<file path="config.mk">
export PLATFORM = sky130hd
export DESIGN_NAME = battery_supply_charge_controller_core
export DESIGN_NICKNAME = d
export VERILOG_FILES = /design/src/design/bscc_pkg.sv /design/src/design/bscc_cfg.sv /design/src/design/bscc_step.sv /design/src/design/battery_supply_charge_controller_core.sv
export SDC_FILE = /design/constraint.sdc
export NUM_CORES = 1
export LEC_CHECK = 0
export BUFFER_PORTS_ARGS = -buffer_cell sky130_fd_sc_hd__buf_2
export CORE_MARGIN = 2
export CORE_UTILIZATION = 40
export CTS_CLUSTER_DIAMETER = 60
export CTS_CLUSTER_SIZE = 12
export DETAILED_ROUTE_END_ITERATION = 16
export HOLD_SLACK_MARGIN = 0.02
export REMOVE_ABC_BUFFERS = 1
export SYNTH_ARGS = -nofsm -noshare
export SYNTH_HDL_FRONTEND = slang
export SYNTH_SLANG_ARGS = --single-unit
</file>
<file path="constraint.sdc">
create_clock -name clk -period 8.3 [get_ports clk]
set_clock_uncertainty 0.05 [all_clocks]
set_input_delay 0.415 -clock clk [delete_from_list [all_inputs] [get_ports clk]]
set_output_delay 0.415 -clock clk [all_outputs]
set_load 0.01 [all_outputs]
</file>
<file path="src/design/bscc_pkg.sv">
package bscc_pkg;

  // configuration register indexes
  typedef enum logic [2:0] {
    REG_PT_PRESENT     = 3'd0,
    REG_CT_PRESENT     = 3'd1,
    REG_BAT_CUT        = 3'd2,
    REG_BAT_RESUME     = 3'd3,
    REG_FLOAT_LIMIT    = 3'd4,
    REG_ACT_LIMIT      = 3'd5,
    REG_ACT_DISCH_END  = 3'd6,
    REG_ACT_CHG_SECS   = 3'd7
  } reg_index_t;

  // input commands; the unused code acts as a plain sample
  localparam logic [1:0] CMD_SAMPLE = 2'd0;
  localparam logic [1:0] CMD_START  = 2'd1;
  localparam logic [1:0] CMD_CANCEL = 2'd2;

  // activation phases
  typedef enum logic [1:0] {
    PH_NORMAL    = 2'd0,
    PH_START     = 2'd1,
    PH_DISCHARGE = 2'd2,
    PH_CHARGE    = 2'd3
  } phase_t;

  // charger routing
  localparam logic [1:0] PATH_OFF = 2'd0;
  localparam logic [1:0] PATH_PT  = 2'd1;
  localparam logic [1:0] PATH_CT  = 2'd2;

  // battery led modes
  localparam logic [1:0] LED_OFF   = 2'd0;
  localparam logic [1:0] LED_ON    = 2'd1;
  localparam logic [1:0] LED_BLINK = 2'd2;

  // register reset values
  localparam logic [11:0] RST_PT_PRESENT    = 12'd450;
  localparam logic [11:0] RST_CT_PRESENT    = 12'd1488;
  localparam logic [11:0] RST_BAT_CUT       = 12'd1080;
  localparam logic [11:0] RST_BAT_RESUME    = 12'd1150;
  localparam logic [11:0] RST_FLOAT_LIMIT   = 12'd1420;
  localparam logic [11:0] RST_ACT_LIMIT     = 12'd1480;
  localparam logic [11:0] RST_ACT_DISCH_END = 12'd800;
  localparam logic [16:0] RST_ACT_CHG_SECS  = 17'd86400;

  localparam int CFG_DATA_W = 17;

  typedef struct packed {
    logic [11:0] pt_present_threshold;
    logic [11:0] ct_present_threshold;
    logic [11:0] battery_cut_level;
    logic [11:0] battery_resume_level;
    logic [11:0] float_charge_limit;
    logic [11:0] activation_charge_limit;
    logic [11:0] activation_discharge_end;
    logic [16:0] activation_charge_seconds;
  } cfg_t;

  typedef struct packed {
    logic [1:0]  command;
    logic [11:0] pt_voltage;
    logic [11:0] ct_voltage;
    logic [11:0] battery_voltage;
    logic [31:0] now_seconds;
  } in_word_t;

  typedef struct packed {
    logic       rail_power_off;
    logic       battery_rail_switch;
    logic       radio_cut;
    logic       supply_restored;
    logic [1:0] charge_path;
    logic [7:0] charge_duty;
    logic       charge_led_blink;
    logic       activation_led_blink;
    logic [1:0] battery_led_mode;
    logic       discharge_load_on;
    logic [1:0] activation_phase;
    logic       activation_done;
  } out_word_t;

  // controller state carried from word to word (duty kept apart, its width varies)
  typedef struct packed {
    logic        rail_off_flag;
    logic        rail_switch_on;
    phase_t      phase;
    logic        load_on;
    logic        timer_armed;
    logic [31:0] charge_start_second;
  } state_t;

endpackage

</file>
<file path="src/design/bscc_cfg.sv">
module bscc_cfg
  import bscc_pkg::*;
(
  input  logic                  clk,
  input  logic                  rst,
  input  logic                  wr_en,
  input  logic [2:0]            wr_index,
  input  logic [CFG_DATA_W-1:0] wr_data,
  output cfg_t                  cfg
);

  // register file with reset defaults
  always_ff @(posedge clk) begin
    if (rst) begin
      cfg.pt_present_threshold      <= RST_PT_PRESENT;
      cfg.ct_present_threshold      <= RST_CT_PRESENT;
      cfg.battery_cut_level         <= RST_BAT_CUT;
      cfg.battery_resume_level      <= RST_BAT_RESUME;
      cfg.float_charge_limit        <= RST_FLOAT_LIMIT;
      cfg.activation_charge_limit   <= RST_ACT_LIMIT;
      cfg.activation_discharge_end  <= RST_ACT_DISCH_END;
      cfg.activation_charge_seconds <= RST_ACT_CHG_SECS;
    end else if (wr_en) begin
      unique case (wr_index)
        REG_PT_PRESENT:    cfg.pt_present_threshold      <= wr_data[11:0];
        REG_CT_PRESENT:    cfg.ct_present_threshold      <= wr_data[11:0];
        REG_BAT_CUT:       cfg.battery_cut_level         <= wr_data[11:0];
        REG_BAT_RESUME:    cfg.battery_resume_level      <= wr_data[11:0];
        REG_FLOAT_LIMIT:   cfg.float_charge_limit        <= wr_data[11:0];
        REG_ACT_LIMIT:     cfg.activation_charge_limit   <= wr_data[11:0];
        REG_ACT_DISCH_END: cfg.activation_discharge_end  <= wr_data[11:0];
        REG_ACT_CHG_SECS:  cfg.activation_charge_seconds <= wr_data;
        default: ;
      endcase
    end
  end

endmodule

</file>
<file path="src/design/bscc_step.sv">
module bscc_step
  import bscc_pkg::*;
#(
  parameter int MAX_DUTY = 255,
  parameter int DUTY_W   = $clog2(MAX_DUTY + 1)
)
(
  input  cfg_t              cfg,
  input  in_word_t          in_word,
  input  state_t            state,
  input  logic [DUTY_W-1:0] duty,
  output state_t            state_next,
  output logic [DUTY_W-1:0] duty_next,
  output out_word_t         out_word
);

  localparam logic [DUTY_W-1:0] DUTY_MAX = DUTY_W'(MAX_DUTY);

  logic        pt_ok;
  logic        ct_ok;
  logic        bat_below_cut;
  logic        bat_healthy;
  logic        pwm_run;
  logic [11:0] pwm_limit;
  logic [31:0] start_sec;
  logic [31:0] elapsed;
  logic [31:0] duty_wide;
  phase_t      ph;

  assign pt_ok         = in_word.pt_voltage >= cfg.pt_present_threshold;
  assign ct_ok         = in_word.ct_voltage >= cfg.ct_present_threshold;
  assign bat_below_cut = in_word.battery_voltage < cfg.battery_cut_level;
  assign bat_healthy   = in_word.battery_voltage >= cfg.battery_resume_level;

  // activation charge timer
  assign start_sec = state.timer_armed ? state.charge_start_second : in_word.now_seconds;
  assign elapsed   = in_word.now_seconds - start_sec;

  // rail selection, monitoring and phase sequencing
  always_comb begin
    state_next = state;
    out_word   = '0;
    pwm_run    = 1'b0;
    pwm_limit  = cfg.float_charge_limit;

    // command overrides the phase before the pass
    ph = state.phase;
    if (in_word.command == CMD_START) begin
      ph = PH_START;
    end else if (in_word.command == CMD_CANCEL) begin
      ph = PH_NORMAL;
    end

    // signal rail feed with battery hysteresis
    if (pt_ok) begin
      state_next.rail_switch_on = 1'b0;
      state_next.rail_off_flag  = 1'b0;
    end else if (ct_ok) begin
      state_next.rail_switch_on = 1'b1;
      state_next.rail_off_flag  = 1'b0;
    end else if (bat_below_cut) begin
      state_next.rail_off_flag  = 1'b1;
      state_next.rail_switch_on = 1'b0;
      out_word.radio_cut        = 1'b1;
    end else if (bat_healthy) begin
      state_next.rail_switch_on = 1'b1;
      state_next.rail_off_flag  = 1'b0;
    end
    out_word.supply_restored = (in_word.pt_voltage > cfg.pt_present_threshold) ||
                               (in_word.ct_voltage > cfg.ct_present_threshold);

    // loss of both supplies aborts activation
    if (!pt_ok && !ct_ok) begin
      ph                 = PH_NORMAL;
      state_next.load_on = 1'b0;
    end
    out_word.activation_led_blink = ph != PH_NORMAL;

    if (bat_healthy) begin
      out_word.battery_led_mode = LED_ON;
    end else if (!bat_below_cut) begin
      out_word.battery_led_mode = LED_BLINK;
    end else begin
      out_word.battery_led_mode = LED_OFF;
    end

    unique case (ph)
      PH_START: begin
        state_next.load_on = 1'b1;
        ph                 = PH_DISCHARGE;
      end
      PH_DISCHARGE: begin
        if (in_word.battery_voltage < cfg.activation_discharge_end) begin
          state_next.load_on = 1'b0;
          ph                 = PH_CHARGE;
        end
      end
      PH_CHARGE: begin
        state_next.charge_start_second = start_sec;
        state_next.timer_armed         = 1'b1;
        if (in_word.battery_voltage >= cfg.activation_charge_limit ||
            elapsed >= {15'd0, cfg.activation_charge_seconds}) begin
          state_next.timer_armed   = 1'b0;
          ph                       = PH_NORMAL;
          out_word.activation_done = 1'b1;
        end else begin
          pwm_run   = 1'b1;
          pwm_limit = cfg.activation_charge_limit;
        end
      end
      default: begin
        pwm_run = 1'b1;
      end
    endcase
    state_next.phase = ph;

    // pwm duty ramp toward the active limit
    duty_next = duty;
    if (pwm_run) begin
      if (in_word.battery_voltage < pwm_limit) begin
        duty_next = (duty < DUTY_MAX) ? duty + 1'b1 : DUTY_MAX;
      end else if (in_word.battery_voltage > pwm_limit) begin
        if (duty != '0) begin
          duty_next = duty - 1'b1;
        end
      end
    end

    // charger routing
    if (pwm_run && pt_ok) begin
      out_word.charge_path      = PATH_PT;
      out_word.charge_led_blink = duty_next != '0;
    end else if (pwm_run && ct_ok) begin
      out_word.charge_path      = PATH_CT;
      out_word.charge_led_blink = duty_next != '0;
    end else begin
      out_word.charge_path      = PATH_OFF;
      out_word.charge_led_blink = 1'b0;
    end

    duty_wide                  = 32'(duty_next);
    out_word.charge_duty       = (duty_wide > 32'd255) ? 8'hFF : duty_wide[7:0];
    out_word.rail_power_off    = state_next.rail_off_flag;
    out_word.battery_rail_switch = state_next.rail_switch_on;
    out_word.discharge_load_on = state_next.load_on;
    out_word.activation_phase  = ph;
  end

endmodule

</file>
<file path="src/design/battery_supply_charge_controller_core.sv">
// Battery and supply charge controller core.
// Input channel (in_valid/in_ready/in_word) takes one monitoring sample per
// word: command, PT/CT/battery voltages and a seconds timestamp. The output
// channel (out_valid/out_ready/out_word) returns exactly one result word per
// input word, in order.
// Configuration registers are written on the cfg channel (cfg_valid,
// cfg_ready, cfg_index, cfg_data); cfg_ready is always high. Write them only
// while no sample is in flight.
// A word accepted into the input register passes through the combinational
// state update into the result register, which drives out_word. Throughput:
// one word per cycle while the receiver keeps out_ready high.
// When the receiver stalls, the result register holds its word and the input
// register holds one more; in_ready drops only when both are full.
// Synchronous reset restores register defaults, rail off, phase normal,
// duty zero and timer disarmed, and empties both registers.
module battery_supply_charge_controller_core
  import bscc_pkg::*;
#(
  parameter int MAX_DUTY = 255
)
(
  input  logic                  clk,
  input  logic                  rst,
  input  logic                  in_valid,
  output logic                  in_ready,
  input  in_word_t              in_word,
  output logic                  out_valid,
  input  logic                  out_ready,
  output out_word_t             out_word,
  input  logic                  cfg_valid,
  output logic                  cfg_ready,
  input  logic [2:0]            cfg_index,
  input  logic [CFG_DATA_W-1:0] cfg_data
);

  localparam int DUTY_W = $clog2(MAX_DUTY + 1);

  cfg_t              cfg;
  in_word_t          in_q;
  logic              in_q_valid;
  out_word_t         out_q;
  logic              out_q_valid;
  state_t            state;
  state_t            state_next;
  logic [DUTY_W-1:0] duty;
  logic [DUTY_W-1:0] duty_next;
  out_word_t         result;
  logic              advance;

  assign cfg_ready = 1'b1;

  bscc_cfg u_cfg (
    .clk      (clk),
    .rst      (rst),
    .wr_en    (cfg_valid && cfg_ready),
    .wr_index (cfg_index),
    .wr_data  (cfg_data),
    .cfg      (cfg)
  );

  bscc_step #(
    .MAX_DUTY (MAX_DUTY),
    .DUTY_W   (DUTY_W)
  ) u_step (
    .cfg        (cfg),
    .in_word    (in_q),
    .state      (state),
    .duty       (duty),
    .state_next (state_next),
    .duty_next  (duty_next),
    .out_word   (result)
  );

  // handshake
  assign advance   = in_q_valid && (!out_q_valid || out_ready);
  assign in_ready  = !in_q_valid || advance;
  assign out_valid = out_q_valid;
  assign out_word  = out_q;

  // input register
  always_ff @(posedge clk) begin
    if (rst) begin
      in_q_valid <= 1'b0;
    end else if (in_ready) begin
      in_q_valid <= in_valid;
    end
  end

  always_ff @(posedge clk) begin
    if (in_valid && in_ready) begin
      in_q <= in_word;
    end
  end

  // result register
  always_ff @(posedge clk) begin
    if (rst) begin
      out_q_valid <= 1'b0;
    end else if (advance) begin
      out_q_valid <= 1'b1;
    end else if (out_ready) begin
      out_q_valid <= 1'b0;
    end
  end

  always_ff @(posedge clk) begin
    if (advance) begin
      out_q <= result;
    end
  end

  // controller state commits as each word moves to the result register
  always_ff @(posedge clk) begin
    if (rst) begin
      state.rail_off_flag       <= 1'b1;
      state.rail_switch_on      <= 1'b0;
      state.phase               <= PH_NORMAL;
      state.load_on             <= 1'b0;
      state.timer_armed         <= 1'b0;
      state.charge_start_second <= '0;
      duty                      <= '0;
    end else if (advance) begin
      state <= state_next;
      duty  <= duty_next;
    end
  end

  // a stalled result keeps the pending input word in place
  a_hold_input: assert property (@(posedge clk) disable iff (rst)
    in_q_valid && out_q_valid && !out_ready |=> in_q_valid)
    else $error("pending input word lost during stall");

  // duty never passes its ceiling
  a_duty_max: assert property (@(posedge clk) disable iff (rst)
    32'(duty) <= MAX_DUTY)
    else $error("duty above maximum");

  // the rail is never both off and switched to battery
  a_rail_consistent: assert property (@(posedge clk) disable iff (rst)
    !(state.rail_off_flag && state.rail_switch_on))
    else $error("rail off with switch on");

  // completion of activation returns to the normal phase
  a_done_phase: assert property (@(posedge clk) disable iff (rst)
    out_q_valid && out_q.activation_done |-> out_q.activation_phase == PH_NORMAL)
    else $error("activation done outside normal phase");

endmodule
</file>
==> flow_summary.toml <==
[synth]
synth_top_cells_by_area = "dfxtp_1 (21%), edfxtp_1 (20%), ha_1 (13%)"
yosys_warnings = 0
synthArstFlopShare = 0
synth_edf_count = 92
syn_avg_cell_area_um2 = 8.868
yosys_register_bits = 241
synth_top_flop_cell = "dfxtp_1"
post_synthesis_sequential_area_ratio = 0.4101
post_synth_inst_count = 1580
synthesis.area_um2 = 14010
synth_top_area_cell = "dfxtp_1"
area_fraction_of_the_dominant_cell_type_after_synthesis = 0.2129
distinct_cells_synth = 78

[placed_design]
post_dp_cell_area_um2 = 14930
place.detailed.instances = 2085
detailedPlacementHpwl_um = 26110
input_output_buffers = 118
globalplace.congestion = 0.8550

[sta]
maxClockFrequency_ghz = 0.1305
max-slew-margin-rel = 0.2514
final_max_slew_viol_count = 0
min_period_ps = 7661
report.final.setup_viol = 0
worst_pin_slew_ps = 1123
timing.final.hold_violations = 0
fin_crit_sh = 0.9230

[route]
drtPass1Iterations = 6
initialDrtViolationCount = 640
antenna_violating_nets_post_route = 0
remaining_drc_errors = 0
route.vias.total = 11750
drt-vias-per-instance = 5.310
wl_per_cell_um = 16.58
drt-total-wl_um = 36680

[clocking]
clock_insertion_delay_worst_skew_ps = 570
cts_root_buffer = "clkbuf_16"
clock_sinks = 241
htreeDepth = 1
cts_max_path_buffers = 3
clk_pin_slew_worst_paths_ps = 60
clock_buffers_created_by_tritoncts = 27
cts_tree = "done"

[setup_path]
critical_path_class = "reg -> reg"
critical_path.max_stage_delay_ps = 470
start_kind = "flip-flop"
critical_path_peak_fanout = 26
crit_path_top_delay_cell = "dfxtp_4"
required_time_of_the_worst_setup_path_ps = 8540
top_cell_by_count_worst_path = "a21oi_1"
r2r_start = "state[32]$_SDFFE_PP0P_"
regToRegEndpoint = "out_word[7]$_DFFE_PP_"
end_kind = "flip-flop"
reg2reg_slack_ps = 640
timing.reg2reg.worst_path_depth = 30
worstPathArrival_ps = 7900

[floorplanning]
die_y_um = 191.2
floorplan.die.width_um = 191.2
initial_utilization = 0.4056
io-pin-count = 120
coreArea_um2 = 34540
placement_rows = 68
design.die.area_um2 = 36540

[final_layout]
post-route-cell-area_um2 = 16580
layout-drive-gt1-share = 0.1150
antennaDiodeCount = 0
final_cell_utilization_of_the_core = 0.4800
final.fill_count = 3375
layout.nets = 1973
area_delta_synth_final_pct = 18.33
final_cells = 2212
register_area_um2 = 5749
multiInputGateArea_um2 = 7546

[global_route]
grt_pass1_wl_um = 58470
largest_net_degree_at_the_start_of_global_routing = 102
antenna_violations_before_repair = 1
grt.overflow.total = 0
grt_use_met1 = 0.2754
grt.busiest_layer = "met2"
met2_usage = 0.3265
m3_gr_usage = 0.02772
first_global_vias = 11220
groute.usage.overall = 0.1997

[status]
status = "finished, final reports clean"

[hold_path]
hold-path-cell-count = 3
worst_hold_path_endpoint = "u_cfg.cfg[13]$_SDFFE_PP0P_"
hold_path.startpoint = "cfg_data[13]"
hold_class = "in -> reg"

[run]
max_cap_viols = 0

[power_and_ir_drop]
power_per_unit_of_standard_cell_area_nw_per_um2 = 182.1
static_leakage_nw = 6.640
irDropWorstVdd_uv = 167.2
[cells in the mapped netlist (all sizes together) (8+ instances only)]
cell type  instances
a211o             23
a211oi            49
a21o              24
a21oi            157
and2               8
and3               8
buf               14
clkbuf            64
dfxtp            149
edfxtp            92
ha               140
inv              112
mux2i             37
nand2            240
nand2b            18
nand3             15
nand3b            18
nand4             26
nor2             132
nor2b             18
nor3              25
nor4              11
o211ai            10
o21a              16
o21ai             59
or3                8
xnor2             16
[layout by cell type, fill, tap and decap left out, types with 15 or more instances in the layout]
cell type,synthesis,final
nand3_1,15,15
o21ai_0,56,56
dfxtp_1,149,148
a21o_1,24,24
clkbuf_16,0,28
nand4_1,24,24
buf_2,5,117
nor2_1,132,131
edfxtp_1,92,92
nor2b_1,18,18
xnor2_1,16,16
dlygate4sd3_1,0,75
nor3_1,25,25
ha_1,140,140
mux2i_1,37,36
inv_1,112,111
a211oi_1,49,49
nand2_1,240,240
o21a_1,16,16
nand2b_1,18,18
a211o_1,23,23
nand3b_1,18,18
a21oi_1,154,153
[worst max-delay path: cells and delay by family (launching register included)]
family | cells | cell delay (ps)
flops | 1 | 470
buf+inv | 2 | 470
simple gates | 7 | 1790
xor+xnor | 1 | 170
fa+ha+maj | 3 | 870
mux | 1 | 280
compound gates | 16 | 3290
[worst max-delay path by stage]
stage               slack, ps              startpoint                     to
detailed placement        170  state[32]$_SDFFE_PP0P_  out_word[7]$_DFFE_PP_
CTS                       130  state[32]$_SDFFE_PP0P_  out_word[7]$_DFFE_PP_
floorplan               -1120  state[32]$_SDFFE_PP0P_  out_word[7]$_DFFE_PP_
global route              -40  state[32]$_SDFFE_PP0P_  out_word[7]$_DFFE_PP_
finish                    640  state[32]$_SDFFE_PP0P_  out_word[7]$_DFFE_PP_
global placement          460  state[32]$_SDFFE_PP0P_  out_word[7]$_DFFE_PP_
[cell families after synthesis]
| kind of cell | count (synthesis) | share of synthesized area |
|---|---|---|
| AOI/OAI and AO/OA | 400 | 0.1860 |
| xor gates and xnor gates | 19 | 0.01188 |
| adders and majority gates | 141 | 0.1265 |
| buffers and inverters | 191 | 0.05447 |
| DFF | 241 | 0.4101 |
| muxes | 41 | 0.02965 |
| other | 1 | 0.0002676 |
| and+or+nand+nor | 546 | 0.1812 |
[layout make-up]
class                           instances  area share
Tap cell                              455     0.03434
Multi-Input combinational cell       1148      0.4551
Timing Repair Buffer                  206     0.08716
Sequential cell                       241      0.3468
Clock inverter                          7    0.003773
Inverter                              113     0.02558
Clock buffer                           42     0.04724
[state kept, by name (all words and copies together) (netlist names)]
name and cells:
duty 8, in_q 70, in_q_valid 1, out_valid 1
out_word 22, state 38, u_cfg.cfg 101
[what timing repair did]
item / 4_1_cts / 5_1_grt
setup endpoints to repair: 0 / 17
hold endpoints to repair: 75 / 0
buffers inserted: 0 / 3
hold buffers: 75 / 0
resized for setup: 0 / 9
[through the flow]
step	TNS, ps	power (W)	hold WS (ps)	setup slack [ps]
6_report	0	0.003019	52.85	639.1
4_1_cts	0	0.003050	20.83	126.6
2_1_floorplan	-11220	0.001684	376.8	-1122
3_3_place_gp	0	0.001851	392.2	464.5
3_5_place_dp	0	0.001858	396.6	171.4
5_1_grt	-36.78	0.003175	47.22	-36.78
[power breakdown]
group          leakage [nW]  switching, W  total [W]  internal (W)
logic                  4.13      0.000325   0.000554      0.000229
clock network         0.415      0.000497    0.00115      0.000655
registers              2.10     0.0000321    0.00131       0.00128
[metal layers]
metal,vias up,wire [µm]
li1,5945,-
met1,5455,17060
met2,280,16600
met3,65,2046
met4,0,964
met5,-,0
(Power assumes the default switching activity.)
